**src/rtl/dst_rule_transition_time_unit_defines.svh**
```systemverilog
// assertion macros shared by the rule transition time block
`ifndef DST_RULE_TRANSITION_TIME_UNIT_DEFINES_SVH
`define DST_RULE_TRANSITION_TIME_UNIT_DEFINES_SVH

// pre implies post in the same cycle, checked on clock, muted in reset
`define DSTR_ASSERT_IMPL(label, pre, post) \
   label: assert property (@(posedge clock) disable iff (reset) (pre) |-> (post)) \
      else $error("dstr check failed");

// pre implies post after a delay given by the argument n
`define DSTR_ASSERT_DELAY(label, pre, n, post) \
   label: assert property (@(posedge clock) disable iff (reset) (pre) |-> ##n (post)) \
      else $error("dstr latency check failed");

`endif

```
**src/rtl/dstr_pkg.sv**
```systemverilog
// types, constants and calendar tables for the rule transition time block
package dstr_pkg;

   localparam int unsigned SecsPerDay = 24 * 60 * 60;
   localparam logic [15:0] LongMonthMask = 16'b0001010110101010;
   localparam logic [5:0]  MaxWeek = 6'd52;

   localparam logic [1:0] KIND_PLAIN  = 2'd0;
   localparam logic [1:0] KIND_JULIAN = 2'd1;
   localparam logic [1:0] KIND_MONTH  = 2'd2;

   // rule with month and week already clamped for month rules
   typedef struct packed {
      logic [1:0]         kind;
      logic [3:0]         month;
      logic [5:0]         week;
      logic [8:0]         day;
      logic signed [20:0] tod;
   } rule_type;

   // year terms needed by the weekday formula
   typedef struct packed {
      logic       leap;
      logic       neg;
      logic [7:0] q100;
      logic [6:0] rem;
   } ycal_type;

   // (26 * march_based_month - 2) / 10, indexed by the clamped month
   function automatic logic [4:0] month_term(input logic [3:0] m);
      logic [4:0] t;
      case (m)
         4'd1:    t = 5'd28;
         4'd2:    t = 5'd31;
         4'd3:    t = 5'd2;
         4'd4:    t = 5'd5;
         4'd5:    t = 5'd7;
         4'd6:    t = 5'd10;
         4'd7:    t = 5'd12;
         4'd8:    t = 5'd15;
         4'd9:    t = 5'd18;
         4'd10:   t = 5'd20;
         4'd11:   t = 5'd23;
         4'd12:   t = 5'd25;
         default: t = 5'd0;
      endcase
      return t;
   endfunction

   function automatic logic [4:0] month_days(input logic [3:0] m, input logic leap);
      logic [4:0] d;
      if (m == 4'd2) begin
         d = leap ? 5'd29 : 5'd28;
      end else begin
         d = 5'd30 + {4'd0, LongMonthMask[m]};
      end
      return d;
   endfunction

   // days before the first of the month in a common year
   function automatic logic [8:0] days_before(input logic [3:0] m);
      logic [8:0] d;
      case (m)
         4'd1:    d = 9'd0;
         4'd2:    d = 9'd31;
         4'd3:    d = 9'd59;
         4'd4:    d = 9'd90;
         4'd5:    d = 9'd120;
         4'd6:    d = 9'd151;
         4'd7:    d = 9'd181;
         4'd8:    d = 9'd212;
         4'd9:    d = 9'd243;
         4'd10:   d = 9'd273;
         4'd11:   d = 9'd304;
         4'd12:   d = 9'd334;
         default: d = 9'd0;
      endcase
      return d;
   endfunction

endpackage

```
**src/rtl/dstr_year_div.sv**
```systemverilog
// two stages: year divided by 100 through a reciprocal multiply, leap flag
module dstr_year_div (
   input  logic               clock,
   input  logic               reset,
   input  logic               in_valid,
   input  dstr_pkg::rule_type in_rule,
   input  logic [13:0]        in_year,
   output logic               out_valid,
   output dstr_pkg::rule_type out_rule,
   output dstr_pkg::ycal_type out_ycal
);
   import dstr_pkg::*;

   localparam logic [12:0] Recip100 = 13'd5243;

   logic        s1_valid_ff;
   rule_type    s1_rule_ff;
   logic        s1_neg_ff;
   logic [13:0] s1_ay_ff;
   logic [13:0] s1_year_ff;
   logic [26:0] s1_pa_ff;
   logic [26:0] s1_py_ff;

   logic        early;
   logic        neg_in;
   logic [13:0] ay_in;

   logic        s2_valid_ff;
   rule_type    s2_rule_ff;
   ycal_type    s2_ycal_ff;

   logic [7:0]  q100a;
   logic [7:0]  q100y;
   logic [13:0] rema;
   logic [13:0] remy;
   ycal_type    ycal_in;

   // january and february belong to the previous year
   assign early  = (in_rule.month <= 4'd2);
   assign neg_in = early && (in_year == 14'd0);
   assign ay_in  = neg_in ? 14'd0 : (in_year - {13'd0, early});

   assign q100a = s1_pa_ff[26:19];
   assign q100y = s1_py_ff[26:19];
   assign rema  = s1_ay_ff - 14'({6'd0, q100a} * 14'd100);
   assign remy  = s1_year_ff - 14'({6'd0, q100y} * 14'd100);

   always_comb begin
      ycal_in.neg  = s1_neg_ff;
      ycal_in.q100 = q100a;
      ycal_in.rem  = rema[6:0];
      ycal_in.leap = (s1_year_ff[1:0] == 2'd0) &&
                     ((remy != 14'd0) || (q100y[1:0] == 2'd0));
   end

   always_ff @(posedge clock) begin
      if (reset) begin
         s1_valid_ff <= 1'b0;
         s2_valid_ff <= 1'b0;
      end else begin
         s1_valid_ff <= in_valid;
         s2_valid_ff <= s1_valid_ff;
      end
      s1_rule_ff <= in_rule;
      s1_neg_ff  <= neg_in;
      s1_ay_ff   <= ay_in;
      s1_year_ff <= in_year;
      s1_pa_ff   <= ay_in * Recip100;
      s1_py_ff   <= in_year * Recip100;
      s2_rule_ff <= s1_rule_ff;
      s2_ycal_ff <= ycal_in;
   end

   assign out_valid = s2_valid_ff;
   assign out_rule  = s2_rule_ff;
   assign out_ycal  = s2_ycal_ff;

endmodule

```
**src/rtl/dstr_weekday.sv**
```systemverilog
// two stages: weekday of the first of the month, first matching weekday
module dstr_weekday (
   input  logic               clock,
   input  logic               reset,
   input  logic               in_valid,
   input  dstr_pkg::rule_type in_rule,
   input  dstr_pkg::ycal_type in_ycal,
   output logic               out_valid,
   output dstr_pkg::rule_type out_rule,
   output logic               out_leap,
   output logic [8:0]         out_first
);
   import dstr_pkg::*;

   localparam logic [11:0] SumBias = 12'd329;
   localparam logic [10:0] Recip7 = 11'd1171;

   logic        s3_valid_ff;
   rule_type    s3_rule_ff;
   logic        s3_leap_ff;
   logic [9:0]  s3_x_ff;
   logic [20:0] s3_prod_ff;

   logic [11:0] rem_term;
   logic [11:0] remq_term;
   logic [11:0] sum_in;

   logic        s4_valid_ff;
   rule_type    s4_rule_ff;
   logic        s4_leap_ff;
   logic [8:0]  s4_first_ff;

   logic [6:0]  q7;
   logic [9:0]  r10;
   logic [2:0]  dow;
   logic [9:0]  dd;
   logic [9:0]  first_in;

   // a year of minus one leaves a remainder of minus one and nothing else
   assign rem_term  = in_ycal.neg ? 12'hFFF : {5'd0, in_ycal.rem};
   assign remq_term = in_ycal.neg ? 12'd0 : {7'd0, in_ycal.rem[6:2]};
   // bias by a multiple of seven keeps the sum positive
   assign sum_in = {7'd0, month_term(in_rule.month)} + 12'd1 + rem_term + remq_term
                 + {6'd0, in_ycal.q100[7:2]} - {3'd0, in_ycal.q100, 1'b0} + SumBias;

   assign q7  = s3_prod_ff[19:13];
   assign r10 = s3_x_ff - 10'({3'd0, q7} * 10'd7);
   assign dow = (r10 >= 10'd7) ? 3'(r10 - 10'd7) : r10[2:0];
   assign dd  = {1'b0, s3_rule_ff.day} - {7'd0, dow};
   assign first_in = dd[9] ? (dd + 10'd7) : dd;

   always_ff @(posedge clock) begin
      if (reset) begin
         s3_valid_ff <= 1'b0;
         s4_valid_ff <= 1'b0;
      end else begin
         s3_valid_ff <= in_valid;
         s4_valid_ff <= s3_valid_ff;
      end
      s3_rule_ff  <= in_rule;
      s3_leap_ff  <= in_ycal.leap;
      s3_x_ff     <= sum_in[9:0];
      s3_prod_ff  <= sum_in[9:0] * Recip7;
      s4_rule_ff  <= s3_rule_ff;
      s4_leap_ff  <= s3_leap_ff;
      s4_first_ff <= first_in[8:0];
   end

   assign out_valid = s4_valid_ff;
   assign out_rule  = s4_rule_ff;
   assign out_leap  = s4_leap_ff;
   assign out_first = s4_first_ff;

endmodule

```
**src/rtl/dstr_day_place.sv**
```systemverilog
// one stage: week stepping, days of earlier months, julian and plain days
module dstr_day_place (
   input  logic               clock,
   input  logic               reset,
   input  logic               in_valid,
   input  dstr_pkg::rule_type in_rule,
   input  logic               in_leap,
   input  logic [8:0]         in_first,
   output logic               out_valid,
   output logic signed [20:0] out_tod,
   output logic [9:0]         out_day
);
   import dstr_pkg::*;

   logic               s5_valid_ff;
   logic signed [20:0] s5_tod_ff;
   logic [9:0]         s5_day_ff;

   logic [4:0]         mdays;
   logic signed [10:0] room;
   logic [2:0]         steps;
   logic [5:0]         wm1;
   logic [2:0]         take;
   logic [9:0]         month_day;
   logic [8:0]         jn;
   logic [9:0]         julian_day;
   logic [9:0]         day_in;

   assign mdays = month_days(in_rule.month, in_leap);
   // whole weeks that still fit in the month
   assign room  = $signed({6'd0, mdays}) - 11'sd1 - $signed({2'd0, in_first});
   assign steps = {2'd0, room >= 11'sd7} + {2'd0, room >= 11'sd14}
                + {2'd0, room >= 11'sd21} + {2'd0, room >= 11'sd28};
   assign wm1   = in_rule.week - 6'd1;
   assign take  = (wm1 < {3'd0, steps}) ? wm1[2:0] : steps;
   assign month_day = {1'b0, in_first} + ({7'd0, take} * 10'd7)
                    + {1'b0, days_before(in_rule.month)}
                    + {9'd0, in_leap && (in_rule.month > 4'd2)};

   // julian zero counts as julian one
   assign jn = (in_rule.day == 9'd0) ? 9'd1 : in_rule.day;
   assign julian_day = {1'b0, jn} - 10'd1 + {9'd0, in_leap && (jn >= 9'd60)};

   always_comb begin
      case (in_rule.kind)
         KIND_MONTH:  day_in = month_day;
         KIND_JULIAN: day_in = julian_day;
         default:     day_in = {1'b0, in_rule.day};
      endcase
   end

   always_ff @(posedge clock) begin
      if (reset) begin
         s5_valid_ff <= 1'b0;
      end else begin
         s5_valid_ff <= in_valid;
      end
      s5_tod_ff <= in_rule.tod;
      s5_day_ff <= day_in;
   end

   assign out_valid = s5_valid_ff;
   assign out_tod   = s5_tod_ff;
   assign out_day   = s5_day_ff;

endmodule

```
**src/rtl/dst_rule_transition_time_unit.sv**
```systemverilog
// top level: daylight-saving rule transition instant in seconds into the year
//
// one rule and a year go in on the req_ ports, qualified by start; busy
// stays low, so a beat is taken at every edge where start is high and a
// new rule may follow in every cycle
// rsp_seconds_into_year appears with rsp_strobe for exactly one cycle,
// once the rule has passed through all six register stages, in order
// throughput is one rule per cycle through six register stages:
//   two for the year split by 100 (reciprocal multiply) and leap flag,
//   two for the weekday of the first of the month (mod 7 multiply),
//   one for week stepping and month offsets, one for day * 86400 + time
// the receiver cannot hold results off; each result is there one cycle
// reset clears every stage valid bit, so nothing comes out after reset
// until new rules are taken; no clearing pass is needed
`include "dst_rule_transition_time_unit_defines.svh"

module dst_rule_transition_time_unit (
   input  logic               clock,
   input  logic               reset,
   input  logic               start,
   output logic               busy,
   input  logic [1:0]         req_rule_kind,
   input  logic [3:0]         req_rule_month,
   input  logic [5:0]         req_rule_week,
   input  logic [8:0]         req_rule_day,
   input  logic signed [20:0] req_rule_time,
   input  logic [13:0]        req_calendar_year,
   output logic               rsp_strobe,
   output logic signed [27:0] rsp_seconds_into_year
);
   import dstr_pkg::*;

   localparam logic [16:0] DaySecs = 17'(SecsPerDay);

   rule_type           rule_in;
   logic               accept;

   logic               yd_valid;
   rule_type           yd_rule;
   ycal_type           yd_ycal;

   logic               wd_valid;
   rule_type           wd_rule;
   logic               wd_leap;
   logic [8:0]         wd_first;

   logic               dp_valid;
   logic signed [20:0] dp_tod;
   logic [9:0]         dp_day;

   logic               rsp_strobe_ff;
   logic signed [27:0] rsp_seconds_ff;
   logic signed [27:0] seconds_in;

   assign busy   = 1'b0;
   assign accept = start && !busy;

   always_comb begin
      rule_in.kind  = req_rule_kind;
      rule_in.month = (req_rule_month == 4'd0) ? 4'd1 :
                      (req_rule_month > 4'd12) ? 4'd12 : req_rule_month;
      rule_in.week  = (req_rule_week == 6'd0) ? 6'd1 :
                      (req_rule_week > MaxWeek) ? MaxWeek : req_rule_week;
      rule_in.day   = req_rule_day;
      rule_in.tod   = req_rule_time;
   end

   dstr_year_div u_year_div (
      .clock     (clock),
      .reset     (reset),
      .in_valid  (accept),
      .in_rule   (rule_in),
      .in_year   (req_calendar_year),
      .out_valid (yd_valid),
      .out_rule  (yd_rule),
      .out_ycal  (yd_ycal)
   );

   dstr_weekday u_weekday (
      .clock     (clock),
      .reset     (reset),
      .in_valid  (yd_valid),
      .in_rule   (yd_rule),
      .in_ycal   (yd_ycal),
      .out_valid (wd_valid),
      .out_rule  (wd_rule),
      .out_leap  (wd_leap),
      .out_first (wd_first)
   );

   dstr_day_place u_day_place (
      .clock     (clock),
      .reset     (reset),
      .in_valid  (wd_valid),
      .in_rule   (wd_rule),
      .in_leap   (wd_leap),
      .in_first  (wd_first),
      .out_valid (dp_valid),
      .out_tod   (dp_tod),
      .out_day   (dp_day)
   );

   assign seconds_in = {{7{dp_tod[20]}}, dp_tod} + $signed({1'b0, 27'(dp_day * DaySecs)});

   always_ff @(posedge clock) begin
      if (reset) begin
         rsp_strobe_ff <= 1'b0;
      end else begin
         rsp_strobe_ff <= dp_valid;
      end
      rsp_seconds_ff <= seconds_in;
   end

   assign rsp_strobe            = rsp_strobe_ff;
   assign rsp_seconds_into_year = rsp_seconds_ff;

   // every beat taken comes out as a result
   `DSTR_ASSERT_DELAY(a_latency, accept, 6, rsp_strobe)
   // no result without a beat taken before it
   `DSTR_ASSERT_IMPL(a_no_phantom, rsp_strobe, $past(accept, 6))
   // a negative instant needs a negative time of day
   `DSTR_ASSERT_IMPL(a_sign, rsp_strobe && rsp_seconds_into_year[27],
      $past(req_rule_time[20], 6))

endmodule
```
**config.mk**
```make
export PLATFORM = sky130hd
export DESIGN_NAME = dst_rule_transition_time_unit
export DESIGN_NICKNAME = d
export VERILOG_FILES = /design/src/rtl/dstr_pkg.sv /design/src/rtl/dstr_year_div.sv /design/src/rtl/dstr_weekday.sv /design/src/rtl/dstr_day_place.sv /design/src/rtl/dst_rule_transition_time_unit.sv
export VERILOG_INCLUDE_DIRS = /design/src /design/src/rtl
export SDC_FILE = /design/constraint.sdc
export NUM_CORES = 1
export LEC_CHECK = 0
export ABC_AREA = 1
export BUFFER_PORTS_ARGS = -buffer_cell sky130_fd_sc_hd__buf_2
export CELL_PAD_IN_SITES_DETAIL_PLACEMENT = 1
export CELL_PAD_IN_SITES_GLOBAL_PLACEMENT = 2
export CORE_UTILIZATION = 39
export DETAILED_ROUTE_END_ITERATION = 6
export GPL_ROUTABILITY_DRIVEN = 0
export PLACE_DENSITY = 0.93
export SLEW_MARGIN = 20
export SYNTH_ARGS = -nofsm -noshare
export SYNTH_HDL_FRONTEND = slang
export SYNTH_HIERARCHICAL = 1
export SYNTH_SLANG_ARGS = --single-unit
```
**constraint.sdc**
```tcl
create_clock -name clock -period 8.25 [get_ports clock]
set_input_delay 0.825 -clock clock [delete_from_list [all_inputs] [get_ports clock]]
set_output_delay 0.825 -clock clock [all_outputs]
set_load 0.005 [all_outputs]
```
==> results.json, run 1 <==
{
  "num_rows": 94,
  "fp.dieH_um": 260,
  "cts_setup_buffers": 0,
  "synth_xor_area_frac": 0.0216,
  "yosys.cell_types.count": 58,
  "yosysTopAreaCell": "dfxtp_1",
  "min-delay-start": "u_weekday/out_rule[15]",
  "grt_pass1_wl_mm": 104,
  "worstReg2RegStart": "u_year_div/out_rule[37]",
  "clk_latency_ns": 0.55,
  "critPathSlowestCell": "fa_1",
  "track_usage": 0.190,
  "crit_arrival_ns": 7.88,
  "synth.cell_area_mm2": 0.0260,
  "fmax_mhz": 134,
  "nets": 4017,
  "netlist.area_leader.share": 0.243,
  "synthSimpleGateAreaFrac": 0.185,
  "cts_resized": 0,
  "max_cap_violations": 0,
  "worst_pin_slew_ns": 0.769,
  "status": "complete, no violations",
  "finalSetupTns_ns": 0,
  "synthArstFlopShare": 0,
  "avgSynthCellArea_um2": 8.25,
  "rsz0062_at_grt": "false",
  "areaGrowthSynthToFinish_pct": 10.9,
  "min_path_cells": 0,
  "critPathRequiredTime_ns": 8.68,
  "synth.most_common_cell": "inv_1",
  "ant_nets": 0,
  "synth_area_leaders": "dfxtp_1, ha_1, fa_1",
  "grt_max_degree": 17,
  "die_w_um": 260,
  "start_kind": "flop",
  "cts_tree": "built",
  "dr.pass1.iters": 5,
  "syn_inst": 3149,
  "fin_crit_sh": 0.903,
  "synthMuxAreaShare": 0.000385,
  "numCtsBuffers": 37,
  "maxSlewHeadroom": 0.486,
  "grt_pass1_vias": 21424,
  "clock-root-buffer": "clkbuf_16",
  "path_class": "flop to flop",
  "synth-edff-count": 0,
  "dieArea_mm2": 0.0677,
  "grt_overflow": 0,
  "cp-end-kind": "flop",
  "route.detailed.drc": 0,
  "wl_per_cell_um": 14.8,
  "hp-class": "flop to flop",
  "io_pins": 89,
  "synth_top_family_by_area": "adder cells",
  "synth_common_cells": "inv_1, nand2_1, ha_1",
  "slew_violations": 0,
  "synth_compound_area_frac": 0.0557,
  "vias": 19748,
  "layout-drive-gt1-share": 0.0851,
  "place.port_buffers": 87,
  "reg2regPathDepth": 33,
  "synth_fa_ha_area_frac": 0.385,
  "num_antenna_cells": 0,
  "cp_num_cells": 33,
  "antenna_found_initial": 0,
  "core_area_mm2": 0.0659,
  "timing.critical_path.mode_cell": "inv_1",
  "ctsHoldBuffers": 0,
  "ys_seq_area_frac": 0.243,
  "path_max_fanout": 6,
  "cts_buffer_depth": 3,
  "synth_flop_cell": "dfxtp_1",
  "htreeDepth": 2,
  "dp_hpwl_mm": 53.1,
  "fill_cells": 8043,
  "cp_top_family": "adder cells",
  "critPathMaxStageDelay_ns": 0.53,
  "setup_viol": 0,
  "yosys_register_bits": 316,
  "fin_skew_ns": 0.0127,
  "path_clk_slew_ns": 0.06,
  "ff2ff_setup_slack_ns": 0.80,
  "finalHoldViolations": 0,
  "synthesis.nets": 3892,
  "crit_buf_inv": 9,
  "period_minus_slack_ns": 7.45,
  "start_util": 0.395,
  "cts_sinks": 316,
  "cp-startpoint": "u_year_div/out_rule[37]",
  "viasPerCell": 4.74,
  "synth_warnings": 6,
  "drtIter0Drc": 659,
  "drt-total-wl_mm": 61.7
}
layout make-up:
type	count	area, um2	share of cell area
tap	864	1080	0.0375
inverter	739	2770	0.0962
sequential	316	6330	0.219
clock inverter	22	263	0.00911
clock buffer	45	1040	0.0360
multi-input combinational	2084	16800	0.584
timing repair buffer	96	503	0.0174
registers in the layout, indices dropped and copies added (netlist names), 6 cells and up:
name and count:
u_weekday/out_first 9, rsp_seconds_into_year 28, u_day_place/out_tod 21, u_year_div/s1_pa_ff 9
u_year_div/out_ycal 17, u_weekday/s3_rule_ff 42, u_weekday/out_rule 42, u_year_div/s1_rule_ff 42
u_year_div/out_rule 42, u_year_div/s1_py_ff 9, u_weekday/s3_x_ff 9, u_year_div/s1_year_ff 13
u_day_place/out_day 10, u_year_div/s1_ay_ff 6, u_weekday/s3_prod_ff 8
through the flow:
step | std cells | utilization | hold slack, ns | cell area (um2) | setup slack [ns]
after floorplan | 3149 | - | 0.310 | 26000 | 1.31
after global placement | 4099 | 0.418 | 0.310 | 27500 | 0.929
after detailed placement | 4099 | 0.418 | 0.313 | 27500 | 0.751
after CTS | 4166 | 0.438 | 0.324 | 28800 | 0.759
after global routing | 4166 | 0.438 | 0.326 | 28800 | 0.202
final | 4166 | 0.438 | 0.323 | 28800 | 0.799
final timing paths:
kind                                   end
setup / recovery  u_weekday/s3_prod_ff[13]
hold / removal     u_day_place/out_tod[15]
setup reg to reg  u_weekday/s3_prod_ff[13]
hold reg to reg    u_day_place/out_tod[15]
routing by layer:
metal  share of wire  up-vias  track usage
met4           0.022        0       0.0530
met5               0        -            0
met3           0.025       82       0.0220
li1                -    10032            -
met1            0.44     9450        0.228
met2            0.51      184        0.353
cell usage in the layout, fill, tap and decap left out, types with 8 or more instances in the layout:
cell,count
inv_1,716
nand2_1,587
ha_1,490
dfxtp_1,316
nor2_1,198
fa_1,194
nand3_1,136
a21oi_1,100
buf_2,87
xor2_1,46
o21ai_0,46
clkbuf_16,38
nand2_2,37
nand4_1,35
nor3_1,24
o21bai_1,20
inv_2,20
xnor2_1,18
o21ai_1,18
a21o_1,17
a31oi_1,14
nand3_2,11
nor2_2,10
nand3b_1,9
or2_2,9
buf_4,9
nor2_4,8
cells by family after synthesis:
logic type      Yosys count
buf+inv                 749
xor+xnor                 64
mux                       1
compound gates          246
simple gates           1088
fa+ha+maj               684
other cells               1
flops                   316
Power of run 1 is not shown: default switching activity piles up to over one toggle a cycle in this logic, so the estimate is an artifact.
==> inputs of run 2 (changes only) <==
CORE_UTILIZATION = 35   (was 39)
PLACE_DENSITY = 0.89   (was 0.93)
TNS_END_PERCENT = 50   (was default)
clock period = 6.4 ns   (was 8.25 ns; I/O delays follow)
==> run 2 against run 1 <==
  * The flow now finishes with violations (design-rule violations, negative setup slack)
  * Sequential share of layout area down 1.4 points
  * Via count rose by 3.0%
  * Critical path depth unchanged
  * Core utilization down 1.8 points
  * Clock skew about the same
  * Setup slack lost 1.1 ns
  * First-iteration DRC count decreased by 15%
  * Die area grew 11%
  * Maximum frequency grew 11%
  * Register-to-register slack got worse by 1.1 ns
  * Clock-buffer cell count is the same
  * Routed wire length grew 4.6%
==> results.json, run 2 (synthesized netlist as in run 1, its figures left out) <==
{
  "crit_arrival_ns": 7.17,
  "ant_nets": 0,
  "drt-total-wl_mm": 64.5,
  "fmax_mhz": 148,
  "start_kind": "flop",
  "setup_viol": 9,
  "place.port_buffers": 87,
  "worst_pin_slew_ns": 0.654,
  "finalSetupTns_ns": -2.17,
  "dp_hpwl_mm": 54.9,
  "hp-class": "input port to flop",
  "preCtsSetupSlack_ns": -0.548,
  "max_cap_violations": 0,
  "regArea_mm2": 0.00633,
  "fin_ws_ns": -0.342,
  "htreeDepth": 2,
  "cts_buffer_depth": 3,
  "vias": 20338,
  "maxSlewHeadroom": 0.560,
  "cts_tree": "built",
  "antenna_found_initial": 1,
  "fin_skew_ns": 0.0129,
  "min_path_cells": 1,
  "final_cell_area_mm2": 0.0308,
  "grt_max_degree": 17,
  "critPathSlowestCell": "fa_1",
  "numCtsBuffers": 37,
  "multiInputGateArea_mm2": 0.0174,
  "slew_violations": 0,
  "timing.critical_path.mode_cell": "inv_2",
  "dpl_cell_area_mm2": 0.0288,
  "die_w_um": 274,
  "grt_overflow": 0,
  "layout_commonest_cell": "inv_1",
  "track_usage": 0.177,
  "clock-root-buffer": "clkbuf_16",
  "grt_pass1_vias": 22296,
  "core_area_mm2": 0.0732,
  "rsz0062_at_grt": "true",
  "violations": "design-rule violations, negative setup slack",
  "start_util": 0.355,
  "fp.dieH_um": 274,
  "cts_sinks": 316,
  "cp-end-kind": "flop",
  "route.detailed.drc": 10,
  "path_clk_slew_ns": 0.06,
  "layout-drive-gt1-share": 0.169,
  "dieArea_mm2": 0.0753,
  "finalNonFillerCells": 4430,
  "ctsHoldBuffers": 0,
  "viasPerCell": 4.59,
  "areaGrowthSynthToFinish_pct": 18.3,
  "finalHoldViolations": 0,
  "fin_crit_sh": 1.05,
  "num_rows": 99,
  "dp.cells": 4345,
  "num_antenna_cells": 0,
  "final_cell_mix": "inv_1, nand2_1, ha_1, dfxtp_1, nor2_1",
  "reg2regPathDepth": 33,
  "critPathMaxStageDelay_ns": 0.54,
  "period_minus_slack_ns": 6.74,
  "nets": 4186,
  "drtIter0Drc": 558,
  "critPathRequiredTime_ns": 6.83,
  "wl_per_cell_um": 14.6,
  "dr.pass1.iters": 7,
  "io_pins": 89,
  "path_max_fanout": 4,
  "grt_pass1_wl_mm": 109,
  "path_class": "flop to flop",
  "fill_cells": 8758,
  "clk_latency_ns": 0.55,
  "status": "complete, but fails checks",
  "ff2ff_setup_slack_ns": -0.34
}
run 2: changes by cell type in the layout (fill, tap and decap cells not counted), moves of 15 or more:
| cell | previous run | this run |
|---|---|---|
| buf_4 | 9 | 175 |
| nand2_1 | 587 | 554 |
| nand2_2 | 37 | 66 |
| ha_1 | 490 | 469 |
| inv_1 | 716 | 695 |
| inv_2 | 20 | 38 |
| ha_4 | 0 | 15 |
run 2: area by class of cell:
class	instances	area share
clock buffers	45	0.0328
clock inverters	22	0.00740
inverters	739	0.0904
multi-input cells	2084	0.567
flip-flops and latches	316	0.206
well taps	959	0.0390
repair buffers	265	0.0580
run 2: metal layers:
metal  global-route usage  wire length [um]
met2                0.327             33000
met4               0.0466              1550
met3               0.0191              1360
met5                    0                17
met1                0.216             28600
run 2: worst paths after layout:
kind | from | endpoint
max | u_year_div/out_rule[36] | u_weekday/s3_prod_ff[13]
min | req_rule_time[6] | u_year_div/s1_rule_ff[6]
max reg2reg | u_year_div/out_rule[36] | u_weekday/s3_prod_ff[13]
min reg2reg | u_year_div/s1_rule_ff[13] | u_year_div/out_rule[13]
run 2: timing repair:
item                                    in CTS  in global routing
endpoints found under the setup margin      15                 23
gates resized for setup                     71                 75
pin swaps                                   55                 53
setup buffers                               12                  6
endpoints found under the hold margin        0                  0
run 2: metrics by stage:
step	utilization	hold slack, ns
after floorplan	-	0.310
after global placement	0.394	0.310
after detailed placement	0.394	0.313
after CTS	0.416	0.145
after global routing	0.420	0.152
final	0.420	0.185
run 2: worst max-delay path, delay by kind of cell, from the launching register on:
kind / cells / cell delay [ns]
xor+xnor: 2 / 0.38
buf+inv: 9 / 0.49
fa+ha+maj: 11 / 4.23
simple gates: 4 / 0.26
flops: 1 / 0.35
compound gates: 7 / 0.90
Power of run 2 is left out for the same reason.
==> inputs of run 3 (changes only) <==
ABC_AREA = default   (was 1)
CORE_UTILIZATION = 38   (was 35)
PLACE_DENSITY = 0.9   (was 0.89)
==> run 3 against run 2 <==
  * The run ends with negative setup slack left
  * Clock skew grew 0.018 ns
  * First-iteration DRC count shrank 23%
  * Final area shrank 7.0%
  * Final cell count shrank 20%
==> results.json, run 3 <==
{
  "status": "complete, but fails checks",
  "violations": "negative setup slack",
  "critPathRequiredTime_ns": 6.87,
  "dp_hpwl_mm": 47.6,
  "cts_buffer_depth": 3,
  "netlist.area_leader.share": 0.265,
  "track_usage": 0.179,
  "synth_warnings": 6,
  "numCtsBuffers": 34,
  "final_cell_mix": "inv_1, ha_1, dfxtp_1, buf_4, fa_1",
  "place.port_buffers": 87,
  "cts_sinks": 316,
  "max_cap_violations": 0,
  "fin_ws_ns": -0.920,
  "start_util": 0.386,
  "met1Wirelength_mm": 22.6,
  "cp-end-kind": "flop",
  "drtIter0Drc": 427,
  "yosysTopAreaCell": "dfxtp_1",
  "fin_crit_sh": 1.14,
  "period_minus_slack_ns": 7.32,
  "fin_skew_ns": 0.0307,
  "synthesis.nets": 3118,
  "layout_commonest_cell": "inv_1",
  "vias": 17306,
  "clock-root-buffer": "clkbuf_16",
  "yosys_register_bits": 316,
  "num_rows": 91,
  "crit_buf_inv": 9,
  "synth_area_leaders": "dfxtp_1, ha_1, fa_1",
  "avgSynthCellArea_um2": 10.0,
  "htreeDepth": 2,
  "grt_pass1_vias": 19723,
  "hp-class": "input port to flop",
  "wl_per_cell_um": 16.0,
  "layout-drive-gt1-share": 0.192,
  "setup_viol": 22,
  "cts_tree": "built",
  "dieArea_mm2": 0.0638,
  "dr.pass1.iters": 4,
  "core_area_mm2": 0.0618,
  "grt_overflow": 0,
  "maxSlewHeadroom": 0.601,
  "finalSetupTns_ns": -9.81,
  "worst_pin_slew_ns": 0.594,
  "syn_inst": 2375,
  "viasPerCell": 4.89,
  "cp_top_family": "adder cells",
  "grt_pass1_wl_mm": 93.7,
  "finalHoldViolations": 0,
  "fp.dieH_um": 253,
  "critPathMaxStageDelay_ns": 0.55,
  "fmax_mhz": 137,
  "synth.cell_area_mm2": 0.0239,
  "route.met2.wl_mm": 31.2,
  "areaGrowthSynthToFinish_pct": 19.9,
  "ant_nets": 0,
  "synth_common_cells": "ha_1, inv_1, dfxtp_1",
  "critPathSlowestCell": "fa_1",
  "drt-total-wl_mm": 56.8,
  "slew_violations": 0,
  "clk_latency_ns": 0.55,
  "route.detailed.drc": 0,
  "antenna_found_initial": 1,
  "wl_met3_mm": 1.21,
  "io_pins": 89,
  "path_max_fanout": 3,
  "maxUsedRoutingLayer": "met5",
  "synthArstFlopShare": 0,
  "yosys.cell_types.count": 92,
  "path_class": "flop to flop",
  "die_w_um": 253,
  "num_antenna_cells": 0,
  "crit_arrival_ns": 7.79,
  "path_clk_slew_ns": 0.06,
  "grt_max_degree": 17,
  "nets": 3425,
  "start_kind": "flop",
  "rsz0062_at_grt": "true",
  "synth-edff-count": 0,
  "synth.most_common_cell": "ha_1",
  "synth_flop_cell": "dfxtp_1",
  "ys_seq_area_frac": 0.265
}
-- run 3: cell type report --
cell class / instances / area (um2)
tap: 837 / 1050
sequential: 316 / 6340
clock inverter: 21 / 223
timing repair buffer: 295 / 2020
fill: 6855 / 33200
inverter: 485 / 1830
clock buffer: 37 / 872
multi-input combinational: 1550 / 16300
-- run 3: worst paths after layout --
check,start,end,slack (ns),depth (start not counted)
setup / recovery,u_year_div/out_rule[37],u_weekday/s3_prod_ff[18],-0.92,34
hold reg to reg,u_year_div/out_rule[30],u_weekday/s3_rule_ff[30],0.30,0
hold / removal,req_rule_time[20],u_year_div/s1_rule_ff[20],0.19,1
setup reg to reg,u_year_div/out_rule[37],u_weekday/s3_prod_ff[18],-0.92,34
-- run 3: per-layer routing --
| layer | track usage | up-vias |
|---|---|---|
| met1 | 0.197 | 8551 |
| li1 | - | 8471 |
| met4 | 0.0618 | 2 |
| met3 | 0.0199 | 109 |
| met2 | 0.351 | 173 |
| met5 | 0 | - |
-- run 3: cells by family (layout without fill, tap and decap cells) --
| logic type | Yosys count | in the layout | share of synthesized area |
|---|---|---|---|
| adder cells (fa/ha/maj) | 684 | 684 | 0.420 |
| AND/OR/NAND/NOR | 369 | 369 | 0.0809 |
| multiplexers | 17 | 17 | 0.00818 |
| AO/OA/AOI/OAI | 364 | 364 | 0.103 |
| buffers and inverters | 509 | 838 | 0.0810 |
| other | 1 | 1 | 0.000157 |
| XOR/XNOR | 115 | 115 | 0.0422 |
| flip-flops | 316 | 316 | 0.265 |
-- run 3: through the flow --
stage | instances | utilization | worst slack [ns] | hold slack, ns | area (um2)
finish | 3541 | 0.463 | -0.920 | 0.189 | 28600
floorplan | 2375 | - | -0.620 | 0.309 | 24200
global route | 3541 | 0.463 | -1.18 | 0.167 | 28600
CTS | 3529 | 0.458 | -0.916 | 0.154 | 28300
detailed placement | 3461 | 0.436 | -0.967 | 0.313 | 27000
global placement | 3461 | 0.436 | -0.782 | 0.310 | 27000
-- run 3: what timing repair did --
| item | 4_1_cts | 5_1_grt |
|---|---|---|
| hold buffers | 0 | 0 |
| gates resized for setup | 39 | 45 |
| endpoints found under the setup margin | 23 | 23 |
| pin swaps | 51 | 37 |
| buffers inserted | 11 | 13 |
Power of run 3 is left out for the same reason.
